File: src/hdl/rrtt_pkg.sv
`timescale 1ns / 1ps

package rrtt_pkg;

    localparam int SLOTS_DEFAULT = 16;

    // command codes
    localparam logic [2:0] CMD_CREATE  = 3'd0;
    localparam logic [2:0] CMD_DESTROY = 3'd1;
    localparam logic [2:0] CMD_SET_CUR = 3'd2;
    localparam logic [2:0] CMD_PICK    = 3'd3;
    localparam logic [2:0] CMD_READ    = 3'd4;

    // status codes
    localparam logic [1:0] ST_OK   = 2'd0;
    localparam logic [1:0] ST_FAIL = 2'd1;
    localparam logic [1:0] ST_NONE = 2'd2;

    typedef struct packed {
        logic [1:0]  status;
        logic [31:0] pid;
        logic [3:0]  slot;
        logic        live;
        logic [63:0] entry;
    } t_result;

    typedef struct packed {
        logic [31:0] pid;
        logic        live;
        logic [63:0] entry;
    } t_rd_data;

    typedef struct packed {
        logic        create;
        logic        free;
        logic [31:0] pid;
        logic [63:0] entry;
    } t_wr_req;

endpackage

File: src/hdl/rrtt_store.sv
`timescale 1ns / 1ps

module rrtt_store #(
    parameter int SLOTS = rrtt_pkg::SLOTS_DEFAULT,
    localparam int IW = $clog2(SLOTS)
) (
    input  logic              i_clk,
    input  logic              i_rst_n,
    input  logic [IW-1:0]     i_rd_addr,
    output rrtt_pkg::t_rd_data o_rd,
    input  logic [IW-1:0]     i_wr_addr,
    input  rrtt_pkg::t_wr_req i_wr
);

    logic [31:0]      r_pid_mem   [SLOTS];
    logic [63:0]      r_entry_mem [SLOTS];
    logic [SLOTS-1:0] r_live;
    logic [SLOTS-1:0] r_written;
    logic [31:0]      r_rd_pid;
    logic [63:0]      r_rd_entry;
    logic             r_rd_live;
    logic             r_rd_written;

    // pid and entry storage, one write and one registered read a cycle
    always_ff @(posedge i_clk) begin
        if (i_wr.create) begin
            r_pid_mem[i_wr_addr]   <= i_wr.pid;
            r_entry_mem[i_wr_addr] <= i_wr.entry;
        end
        r_rd_pid   <= r_pid_mem[i_rd_addr];
        r_rd_entry <= r_entry_mem[i_rd_addr];
    end

    // per-slot live and written flags
    always_ff @(posedge i_clk) begin
        if (!i_rst_n) begin
            r_live       <= '0;
            r_written    <= '0;
            r_rd_live    <= 1'b0;
            r_rd_written <= 1'b0;
        end else begin
            if (i_wr.create) begin
                r_live[i_wr_addr]    <= 1'b1;
                r_written[i_wr_addr] <= 1'b1;
            end else if (i_wr.free) begin
                r_live[i_wr_addr] <= 1'b0;
            end
            r_rd_live    <= r_live[i_rd_addr];
            r_rd_written <= r_written[i_rd_addr];
        end
    end

    // a never-written slot reads as pid zero
    assign o_rd.pid   = r_rd_written ? r_rd_pid : 32'd0;
    assign o_rd.live  = r_rd_live;
    assign o_rd.entry = r_rd_entry;

endmodule

File: src/hdl/rrtt_ctrl.sv
`timescale 1ns / 1ps

module rrtt_ctrl #(
    parameter int SLOTS = rrtt_pkg::SLOTS_DEFAULT,
    localparam int IW = $clog2(SLOTS),
    localparam int LCW = $clog2(SLOTS + 1)
) (
    input  logic               i_clk,
    input  logic               i_rst_n,
    input  logic               i_valid,
    output logic               o_ready,
    input  logic [2:0]         i_command,
    input  logic [31:0]        i_task_id,
    input  logic [63:0]        i_entry_addr,
    input  logic [31:0]        i_stack_bytes,
    input  logic [7:0]         i_slot_index,
    output logic               o_res_valid,
    input  logic               i_res_ready,
    output rrtt_pkg::t_result  o_res,
    output logic [4:0]         o_live_count,
    output logic [IW-1:0]      o_rd_addr,
    input  rrtt_pkg::t_rd_data i_rd,
    output logic [IW-1:0]      o_wr_addr,
    output rrtt_pkg::t_wr_req  o_wr
);

    localparam logic [2:0] S_IDLE  = 3'd0;
    localparam logic [2:0] S_FETCH = 3'd1;
    localparam logic [2:0] S_FWAIT = 3'd2;
    localparam logic [2:0] S_SCAN  = 3'd3;
    localparam logic [2:0] S_PICK  = 3'd4;
    localparam logic [2:0] S_DONE  = 3'd5;

    function automatic logic [3:0] f_slot4(input logic [IW-1:0] idx);
        logic [IW+3:0] w;
        w = {4'd0, idx};
        return w[3:0];
    endfunction

    logic [2:0]        r_state, n_state;
    logic [2:0]        r_cmd, n_cmd;
    logic [31:0]       r_tid, n_tid;
    logic [63:0]       r_entry, n_entry;
    logic [7:0]        r_sidx, n_sidx;
    logic [IW:0]       r_cnt, n_cnt;
    logic              r_dv, n_dv;
    logic [IW-1:0]     r_chk, n_chk;
    logic [IW-1:0]     r_fadr, n_fadr;
    logic [31:0]       r_ref, n_ref;
    logic              r_cur_v, n_cur_v;
    logic [IW-1:0]     r_cur, n_cur;
    logic [31:0]       r_pidc, n_pidc;
    logic [LCW-1:0]    r_live, n_live;
    rrtt_pkg::t_result r_res, n_res;
    // pick-next search candidates
    logic              r_start_f, n_start_f;
    logic              r_aft_v, n_aft_v;
    logic [IW-1:0]     r_aft_s, n_aft_s;
    logic [31:0]       r_aft_p, n_aft_p;
    logic              r_nz_v, n_nz_v;
    logic [IW-1:0]     r_nz_s, n_nz_s;
    logic [31:0]       r_nz_p, n_nz_p;
    logic              r_any_v, n_any_v;
    logic [IW-1:0]     r_any_s, n_any_s;
    logic [31:0]       r_any_p, n_any_p;

    logic              qual;
    logic              last;
    logic [LCW+4:0]    live_ext;

    assign qual     = i_rd.live && (i_rd.pid != r_ref);
    assign last     = (r_chk == IW'(SLOTS - 1));
    assign live_ext = {5'd0, r_live};

    assign o_ready      = (r_state == S_IDLE);
    assign o_res_valid  = (r_state == S_DONE);
    assign o_res        = r_res;
    assign o_live_count = live_ext[4:0];
    assign o_wr_addr    = r_chk;

    always_comb begin
        n_state   = r_state;
        n_cmd     = r_cmd;
        n_tid     = r_tid;
        n_entry   = r_entry;
        n_sidx    = r_sidx;
        n_cnt     = r_cnt;
        n_dv      = r_dv;
        n_chk     = r_chk;
        n_fadr    = r_fadr;
        n_ref     = r_ref;
        n_cur_v   = r_cur_v;
        n_cur     = r_cur;
        n_pidc    = r_pidc;
        n_live    = r_live;
        n_res     = r_res;
        n_start_f = r_start_f;
        n_aft_v   = r_aft_v;
        n_aft_s   = r_aft_s;
        n_aft_p   = r_aft_p;
        n_nz_v    = r_nz_v;
        n_nz_s    = r_nz_s;
        n_nz_p    = r_nz_p;
        n_any_v   = r_any_v;
        n_any_s   = r_any_s;
        n_any_p   = r_any_p;
        o_rd_addr = r_cnt[IW-1:0];
        o_wr        = '0;
        o_wr.pid    = r_pidc;
        o_wr.entry  = r_entry;

        unique case (r_state)
            S_IDLE: begin
                if (i_valid) begin
                    n_cmd       = i_command;
                    n_tid       = i_task_id;
                    n_entry     = i_entry_addr;
                    n_sidx      = i_slot_index;
                    n_cnt       = '0;
                    n_dv        = 1'b0;
                    n_ref       = 32'd0;
                    n_res       = '0;
                    n_res.status = rrtt_pkg::ST_FAIL;
                    n_start_f   = 1'b0;
                    n_aft_v     = 1'b0;
                    n_nz_v      = 1'b0;
                    n_any_v     = 1'b0;
                    unique case (i_command)
                        rrtt_pkg::CMD_CREATE: begin
                            if (i_entry_addr != 64'd0 && i_stack_bytes != 32'd0) begin
                                n_state = S_SCAN;
                            end else begin
                                n_state = S_DONE;
                            end
                        end
                        rrtt_pkg::CMD_DESTROY, rrtt_pkg::CMD_SET_CUR: begin
                            n_state = S_SCAN;
                        end
                        rrtt_pkg::CMD_PICK: begin
                            if (r_cur_v) begin
                                n_fadr  = r_cur;
                                n_state = S_FETCH;
                            end else begin
                                n_state = S_SCAN;
                            end
                        end
                        rrtt_pkg::CMD_READ: begin
                            if ({1'b0, i_slot_index} < 9'(SLOTS)) begin
                                n_fadr  = i_slot_index[IW-1:0];
                                n_state = S_FETCH;
                            end else begin
                                n_res.status = rrtt_pkg::ST_OK;
                                n_res.slot   = i_slot_index[3:0];
                                n_state      = S_DONE;
                            end
                        end
                        default: begin
                            n_state = S_DONE;
                        end
                    endcase
                end
            end

            S_FETCH: begin
                o_rd_addr = r_fadr;
                n_state   = S_FWAIT;
            end

            S_FWAIT: begin
                if (r_cmd == rrtt_pkg::CMD_PICK) begin
                    n_ref   = i_rd.pid;
                    n_state = S_SCAN;
                end else begin
                    n_res.status = rrtt_pkg::ST_OK;
                    n_res.slot   = r_sidx[3:0];
                    if (i_rd.live) begin
                        n_res.pid   = i_rd.pid;
                        n_res.live  = 1'b1;
                        n_res.entry = i_rd.entry;
                    end
                    n_state = S_DONE;
                end
            end

            S_SCAN: begin
                // issue one read a cycle, check the slot read last cycle
                if (r_cnt < (IW + 1)'(SLOTS)) begin
                    n_cnt = r_cnt + (IW + 1)'(1);
                    n_dv  = 1'b1;
                    n_chk = r_cnt[IW-1:0];
                end else begin
                    n_dv = 1'b0;
                end
                if (r_dv) begin
                    unique case (r_cmd)
                        rrtt_pkg::CMD_CREATE: begin
                            if (!i_rd.live) begin
                                o_wr.create = 1'b1;
                                n_pidc      = r_pidc + 32'd1;
                                if (!r_cur_v) begin
                                    n_cur_v = 1'b1;
                                    n_cur   = r_chk;
                                end
                                n_live       = r_live + LCW'(1);
                                n_res.status = rrtt_pkg::ST_OK;
                                n_res.pid    = r_pidc;
                                n_res.slot   = f_slot4(r_chk);
                                n_state      = S_DONE;
                            end else if (last) begin
                                n_state = S_DONE;
                            end
                        end
                        rrtt_pkg::CMD_DESTROY: begin
                            if (i_rd.pid == r_tid) begin
                                o_wr.free = 1'b1;
                                if (i_rd.live) begin
                                    n_live = r_live - LCW'(1);
                                end
                                if (r_cur_v && r_cur == r_chk) begin
                                    n_cur_v = 1'b0;
                                end
                                n_res.status = rrtt_pkg::ST_OK;
                                n_state      = S_DONE;
                            end else if (last) begin
                                n_state = S_DONE;
                            end
                        end
                        rrtt_pkg::CMD_SET_CUR: begin
                            if (i_rd.pid == r_tid) begin
                                n_cur_v      = 1'b1;
                                n_cur        = r_chk;
                                n_res.status = rrtt_pkg::ST_OK;
                                n_res.pid    = i_rd.pid;
                                n_res.slot   = f_slot4(r_chk);
                                n_state      = S_DONE;
                            end else if (last) begin
                                n_state = S_DONE;
                            end
                        end
                        default: begin
                            if (i_rd.pid == r_ref) begin
                                n_start_f = 1'b1;
                            end
                            if (qual && r_start_f && !r_aft_v) begin
                                n_aft_v = 1'b1;
                                n_aft_s = r_chk;
                                n_aft_p = i_rd.pid;
                            end
                            if (qual && r_chk != '0 && !r_nz_v) begin
                                n_nz_v = 1'b1;
                                n_nz_s = r_chk;
                                n_nz_p = i_rd.pid;
                            end
                            if (qual && !r_any_v) begin
                                n_any_v = 1'b1;
                                n_any_s = r_chk;
                                n_any_p = i_rd.pid;
                            end
                            if (last) begin
                                n_state = S_PICK;
                            end
                        end
                    endcase
                end
            end

            S_PICK: begin
                n_state = S_DONE;
                priority if (r_start_f && r_aft_v) begin
                    n_res.status = rrtt_pkg::ST_OK;
                    n_res.pid    = r_aft_p;
                    n_res.slot   = f_slot4(r_aft_s);
                end else if (!r_start_f && r_nz_v) begin
                    n_res.status = rrtt_pkg::ST_OK;
                    n_res.pid    = r_nz_p;
                    n_res.slot   = f_slot4(r_nz_s);
                end else if (r_any_v) begin
                    n_res.status = rrtt_pkg::ST_OK;
                    n_res.pid    = r_any_p;
                    n_res.slot   = f_slot4(r_any_s);
                end else if (r_cur_v) begin
                    n_res.status = rrtt_pkg::ST_OK;
                    n_res.pid    = r_ref;
                    n_res.slot   = f_slot4(r_cur);
                end else begin
                    n_res.status = rrtt_pkg::ST_NONE;
                end
            end

            S_DONE: begin
                if (i_res_ready) begin
                    n_state = S_IDLE;
                end
            end

            default: begin
                n_state = S_IDLE;
            end
        endcase
    end

    always_ff @(posedge i_clk) begin
        if (!i_rst_n) begin
            r_state <= S_IDLE;
            r_cur_v <= 1'b0;
            r_cur   <= '0;
            r_pidc  <= 32'd1;
            r_live  <= '0;
            r_dv    <= 1'b0;
        end else begin
            r_state <= n_state;
            r_cur_v <= n_cur_v;
            r_cur   <= n_cur;
            r_pidc  <= n_pidc;
            r_live  <= n_live;
            r_dv    <= n_dv;
        end
    end

    always_ff @(posedge i_clk) begin
        r_cmd     <= n_cmd;
        r_tid     <= n_tid;
        r_entry   <= n_entry;
        r_sidx    <= n_sidx;
        r_cnt     <= n_cnt;
        r_chk     <= n_chk;
        r_fadr    <= n_fadr;
        r_ref     <= n_ref;
        r_res     <= n_res;
        r_start_f <= n_start_f;
        r_aft_v   <= n_aft_v;
        r_aft_s   <= n_aft_s;
        r_aft_p   <= n_aft_p;
        r_nz_v    <= n_nz_v;
        r_nz_s    <= n_nz_s;
        r_nz_p    <= n_nz_p;
        r_any_v   <= n_any_v;
        r_any_s   <= n_any_s;
        r_any_p   <= n_any_p;
    end

endmodule

File: src/hdl/round_robin_task_table.sv
`timescale 1ns / 1ps

// Round-robin task table: SLOTS task slots (pid, live flag, entry address)
// with a current-slot pointer and a pid counter that starts at 1.
// Input channel (i_valid / o_ready): one command per transfer - create,
// destroy, set current, pick next or read slot, with its arguments.
// Output channel (o_valid / i_ready): exactly one result per command,
// carrying status, pid, slot, live flag, entry and the live-slot count.
// One command is in work at a time. A rejected or unknown command goes
// straight to its result; read slot fetches its slot when the index is in
// range; create, destroy and set current scan the slots until a hit or the
// last slot; pick next first fetches the current slot's pid when a slot is
// current, then scans all slots. o_ready returns when the result is loaded
// into the output register. Each scan reads the pid memory one slot per
// cycle through its single read port.
// The result is held in an output register, so the next command is taken
// while it waits. When the receiver stalls, the result holds; a finished
// command then waits in the controller until the register frees, and
// o_ready stays low.
// Reset (synchronous, active low) frees all slots, clears the current
// pointer and sets the pid counter to 1; no clearing pass is needed.
module round_robin_task_table #(
    parameter int SLOTS = rrtt_pkg::SLOTS_DEFAULT
) (
    input  logic        i_clk,
    input  logic        i_rst_n,
    input  logic        i_valid,
    output logic        o_ready,
    input  logic [2:0]  i_command,
    input  logic [31:0] i_task_id,
    input  logic [63:0] i_entry_addr,
    input  logic [31:0] i_stack_bytes,
    input  logic [7:0]  i_slot_index,
    output logic        o_valid,
    input  logic        i_ready,
    output logic [1:0]  o_status,
    output logic [31:0] o_out_pid,
    output logic [3:0]  o_out_slot,
    output logic        o_out_live,
    output logic [63:0] o_out_entry,
    output logic [4:0]  o_live_count
);

    localparam int IW = $clog2(SLOTS);

    logic               res_valid;
    logic               res_ready;
    rrtt_pkg::t_result  res;
    logic [4:0]         res_live_count;
    logic [IW-1:0]      rd_addr;
    rrtt_pkg::t_rd_data rd_data;
    logic [IW-1:0]      wr_addr;
    rrtt_pkg::t_wr_req  wr_req;

    logic               r_ov;
    rrtt_pkg::t_result  r_res;
    logic [4:0]         r_live_count;

    // sequencer: decodes the command and walks the slots
    rrtt_ctrl #(
        .SLOTS(SLOTS)
    ) u_ctrl (
        .i_clk        (i_clk),
        .i_rst_n      (i_rst_n),
        .i_valid      (i_valid),
        .o_ready      (o_ready),
        .i_command    (i_command),
        .i_task_id    (i_task_id),
        .i_entry_addr (i_entry_addr),
        .i_stack_bytes(i_stack_bytes),
        .i_slot_index (i_slot_index),
        .o_res_valid  (res_valid),
        .i_res_ready  (res_ready),
        .o_res        (res),
        .o_live_count (res_live_count),
        .o_rd_addr    (rd_addr),
        .i_rd         (rd_data),
        .o_wr_addr    (wr_addr),
        .o_wr         (wr_req)
    );

    // slot storage: pid and entry memories plus live flags
    rrtt_store #(
        .SLOTS(SLOTS)
    ) u_store (
        .i_clk    (i_clk),
        .i_rst_n  (i_rst_n),
        .i_rd_addr(rd_addr),
        .o_rd     (rd_data),
        .i_wr_addr(wr_addr),
        .i_wr     (wr_req)
    );

    // output register: load when empty or being drained in this cycle
    assign res_ready = !r_ov || i_ready;

    always_ff @(posedge i_clk) begin
        if (!i_rst_n) begin
            r_ov <= 1'b0;
        end else if (res_valid && res_ready) begin
            r_ov <= 1'b1;
        end else if (i_ready) begin
            r_ov <= 1'b0;
        end
    end

    // hold the payload until the transfer completes
    always_ff @(posedge i_clk) begin
        if (res_valid && res_ready) begin
            r_res        <= res;
            r_live_count <= res_live_count;
        end
    end

    assign o_valid      = r_ov;
    assign o_status     = r_res.status;
    assign o_out_pid    = r_res.pid;
    assign o_out_slot   = r_res.slot;
    assign o_out_live   = r_res.live;
    assign o_out_entry  = r_res.entry;
    assign o_live_count = r_live_count;

endmodule
File: config.mk
export PLATFORM = sky130hd
export DESIGN_NAME = round_robin_task_table
export DESIGN_NICKNAME = d
export VERILOG_FILES = /design/src/hdl/rrtt_pkg.sv /design/src/hdl/rrtt_store.sv /design/src/hdl/rrtt_ctrl.sv /design/src/hdl/round_robin_task_table.sv
export SDC_FILE = /design/constraint.sdc
export NUM_CORES = 2
export LEC_CHECK = 0
export BUFFER_PORTS_ARGS = -buffer_cell sky130_fd_sc_hd__buf_4
export CORE_ASPECT_RATIO = 0.6
export CORE_MARGIN = 4
export CORE_UTILIZATION = 55
export DETAILED_ROUTE_END_ITERATION = 12
export GPL_TIMING_DRIVEN = 0
export HOLD_SLACK_MARGIN = 0.02
export PLACE_DENSITY = 0.76
export SETUP_SLACK_MARGIN = 0.3
export SLEW_MARGIN = 0
export SYNTH_ARGS = -nofsm -noshare
export SYNTH_HDL_FRONTEND = slang
export SYNTH_SLANG_ARGS = --single-unit
File: constraint.sdc
create_clock -name i_clk -period 12.2 [get_ports i_clk]
set_input_delay 1.22 -clock i_clk [delete_from_list [all_inputs] [get_ports i_clk]]
set_output_delay 1.22 -clock i_clk [all_outputs]
set_load 0.02 [all_outputs]
==> results.yml <==
route:
  dr.pass1.iters: 8
  drtAntennaViolNets: 0
  finalWirelength_um: 223000
  drt_iter0_markers: 7992
  drc_errors: 0
  wl_per_cell_um: 31.6
  vias: 46639
  vias_per_cell: 6.62
cells_and_area:
  drive_gt1_share_pct: 22.9
  finalNonFillerCells: 7045
  fillers: 9563
  area_growth_pct: 15.5
  seqCellArea_sq_um: 63800
  multiInputGateArea_sq_um: 17900
  nets: 5021
  fin_area_sq_um: 95400
floorplanning:
  io_pins: 253
  die_h_um: 308
  rows: 109
  start_util_pct: 55.7
  core_area_sq_um: 148000
  dieArea_sq_um: 157000
  die_w_um: 508
pwr:
  p_leak_uw: 0.0313
  max-vdd-ir-drop_v: 0.000129
  powerDensity_nw_per_um2: 215
timing:
  setup-violations-final: 0
  period_needed_ns: 5.76
  period_share_pct: 47.2
  worstMarginPinSlew_ns: 1.49
  maxSlewHeadroom_pct: 0.963
  fmax_mhz: 174
  clock_skew_ns: 0.0423
  hold_viol_final: 0
  slew_viol_final: 0
  rsz0062_at_grt: "false"
worst_setup_path:
  critical_path_class: "flop to flop"
  cp_slowest_cell: "a2111oi_2"
  worstSetupStartpointType: "flop"
  worst_ep_arrival_time_ns: 6.28
  end_kind: "flop"
  crit_path_max_incr_delay_ns: 1.01
  cp_cell_sequence: "buf_2, buf_2, nand4_1, a22oi_1, nand4_1, nor2_1, o21ai_0, a2111oi_2, buf_4, buf_2, buf_4, buf_2"
  rrSetupSlack_ns: 6.44
  crit_required_ns: 12.72
  worst-path-max-fanout: 10
  cpMostUsedCell: "buf_2"
yosys:
  synth_cell_type_count: 55
  synth_area_per_cell_sq_um: 19.1
  synthesis.nets: 4468
  ys_ff_latch: 2184
  syn_inst: 4319
  synthesis.area_sq_um: 82600
  async_flop_share_pct: 0
  synth_edf_count: 2007
  ys.flop_type: "edfxtp_1"
  yosysWarnings: 0
  synth-seq-area-share_pct: 77.2
cts:
  cts_buffers: 188
  post_cts_buffers: 0
  clock_sinks: 2184
  clk_latency_ns: 0.85
  cts-hold-fix-buffers: 0
  post_cts_resized: 0
  tritoncts: "built"
  root_buffer: "clkbuf_16"
  h-tree-depth: 4
  cts_buffer_depth: 3
  path_clk_slew_ns: 0.07
global_route:
  grt_overflow_total: 0
  grt_use_total_pct: 28.4
  grt_pass1_vias: 45055
  grt_start_max_net_pins: 61
  grt_pass1_wl_um: 320000
  antenna_found_initial: 7
placed_design:
  gp_congestion: 0.929
  dpl-instance-area_sq_um: 89000
  post-dp-hpwl_um: 145000
  dpl.cell_count: 6680
  port_buffers: 252
job:
  max-cap-violations: 0
status:
  status: "complete, no violations"
hold_path:
  min_path_type: "flop to flop"
path summary, 6_finish.rpt:
check                       start               end  cells past startpoint
max          u_store.r_rd_written  u_ctrl.o_res[72]                     12
min              u_ctrl.o_res[26]   o_out_entry[26]                      0
max reg2reg  u_store.r_rd_written  u_ctrl.o_res[72]                     12
min reg2reg      u_ctrl.o_res[26]   o_out_entry[26]                      0
synth_stat cells, drive strengths merged, types with 3 or more instances:
library cell | count | area [sq um]
edfxtp | 2007 | 60300
o21ai | 76 | 380
ha | 5 | 62.6
a21oi | 51 | 255
mux4 | 392 | 8830
or2 | 3 | 18.8
and2 | 139 | 870
dfxtp | 177 | 3540
a2111oi | 3 | 26.3
and4 | 5 | 43.8
nand2 | 254 | 953
nand3b | 3 | 22.5
a311oi | 3 | 26.3
xor2 | 25 | 219
a31o | 9 | 78.8
nand4 | 40 | 250
nor4 | 34 | 219
a22oi | 64 | 480
inv | 29 | 109
nor2b | 9 | 56.3
clkbuf | 168 | 631
o31ai | 10 | 75.1
o221ai | 4 | 35.0
nor4bb | 15 | 150
buf | 78 | 357
a31oi | 102 | 638
or4 | 3 | 22.5
xnor2 | 40 | 350
o22ai | 6 | 37.5
o21a | 6 | 45.0
o2111ai | 4 | 35.0
a2bb2oi | 10 | 87.6
nand3 | 21 | 105
o221a | 15 | 169
a211oi | 136 | 1020
nor3 | 16 | 80.1
mux2i | 45 | 450
nand2b | 9 | 56.3
and3 | 105 | 657
or3 | 6 | 37.5
nor2 | 167 | 627
nand4b | 10 | 87.6
per-stage QoR:
step / hold WS [ns] / utilization [%] / setup slack (ns) / power (uW) / TNS [ns]
4_1_cts: 0.416 / 64.3 / 6.68 / 20500 / 0
6_report: 0.415 / 64.4 / 6.44 / 20500 / 0
2_1_floorplan: 0.400 / - / 3.25 / 12400 / 0
3_3_place_gp: 0.402 / 58.7 / -5.63 / 14300 / -1410.30
5_1_grt: 0.424 / 64.3 / 6.32 / 21200 / 0
3_5_place_dp: 0.405 / 60.1 / 6.76 / 14400 / 0
layout by cell type, fill, tap and decap left out, types with 17 or more instances in the layout:
master and count:
edfxtp_1 2007, mux4_2 392, buf_4 257, nand2_1 253, clkbuf_1 222, clkbuf_16 195, dfxtp_1 177, nor2_1 153
and2_1 137, a211oi_1 136, and3_1 105, a31oi_1 102, o21ai_0 76, a22oi_1 64, buf_2 53, a21oi_1 51
buf_12 50, mux2i_1 43, xnor2_1 40, nand4_1 40, buf_6 38, clkinv_2 30, nor4_1 29, inv_1 28
buf_1 27, xor2_1 25, clkbuf_8 22, nand3_1 21, bufinv_16 17
worst max-delay path, delay by kind of cell (launching register included):
kind            cells  cell delay (ns)
compound gates      3             1.79
buf+inv             6             1.64
flops               1             0.47
simple gates        3             1.51
sequential cells by signal, indices dropped and copies added (netlist names), 64 cells and up, named ones only:
signal,flops
o_out_entry,64
u_ctrl.o_res,103
u_ctrl.r_entry,64
u_store.r_entry_mem,1024
u_store.r_pid_mem,512
u_store.r_rd_entry,64
where the power goes:
part	leakage [uW]	total, uW	switching [uW]	internal, uW
Combinational	0.00839	4860	3050	1820
Sequential	0.0199	9520	547	8980
Clock	0.00309	6160	2710	3450
cell families (layout without fill, tap and decap cells):
family,after synthesis,after routing,synth area share [%]
muxes,438,438,11.2
other,0,11,0
buffers and inverters,275,992,1.33
xor gates and xnor gates,65,65,0.689
AOI/OAI and AO/OA,508,508,4.19
and+or+nand+nor,843,843,5.21
DFF,2184,2184,77.2
adders and majority gates,6,6,0.100
area by class of cell:
class                   count  share of cell area, %
flip-flops and latches   2184                   66.9
inverters                  29                  0.119
clock inverters            81                  0.998
clock buffers             273                   5.65
well taps                1998                   2.62
diodes                     11                 0.0289
multi-input cells        1860                   18.8
repair buffers            363                   3.90
plain buffers             246                   1.04
layer usage:
| metal | wire, um | global-route usage [%] |
|---|---|---|
| met2 | 97000 | 40.1 |
| met5 | 0 | 0 |
| met1 | 85500 | 42.8 |
| met4 | 6700 | 8.86 |
| met3 | 33500 | 9.01 |
(Power assumes the default switching activity.)
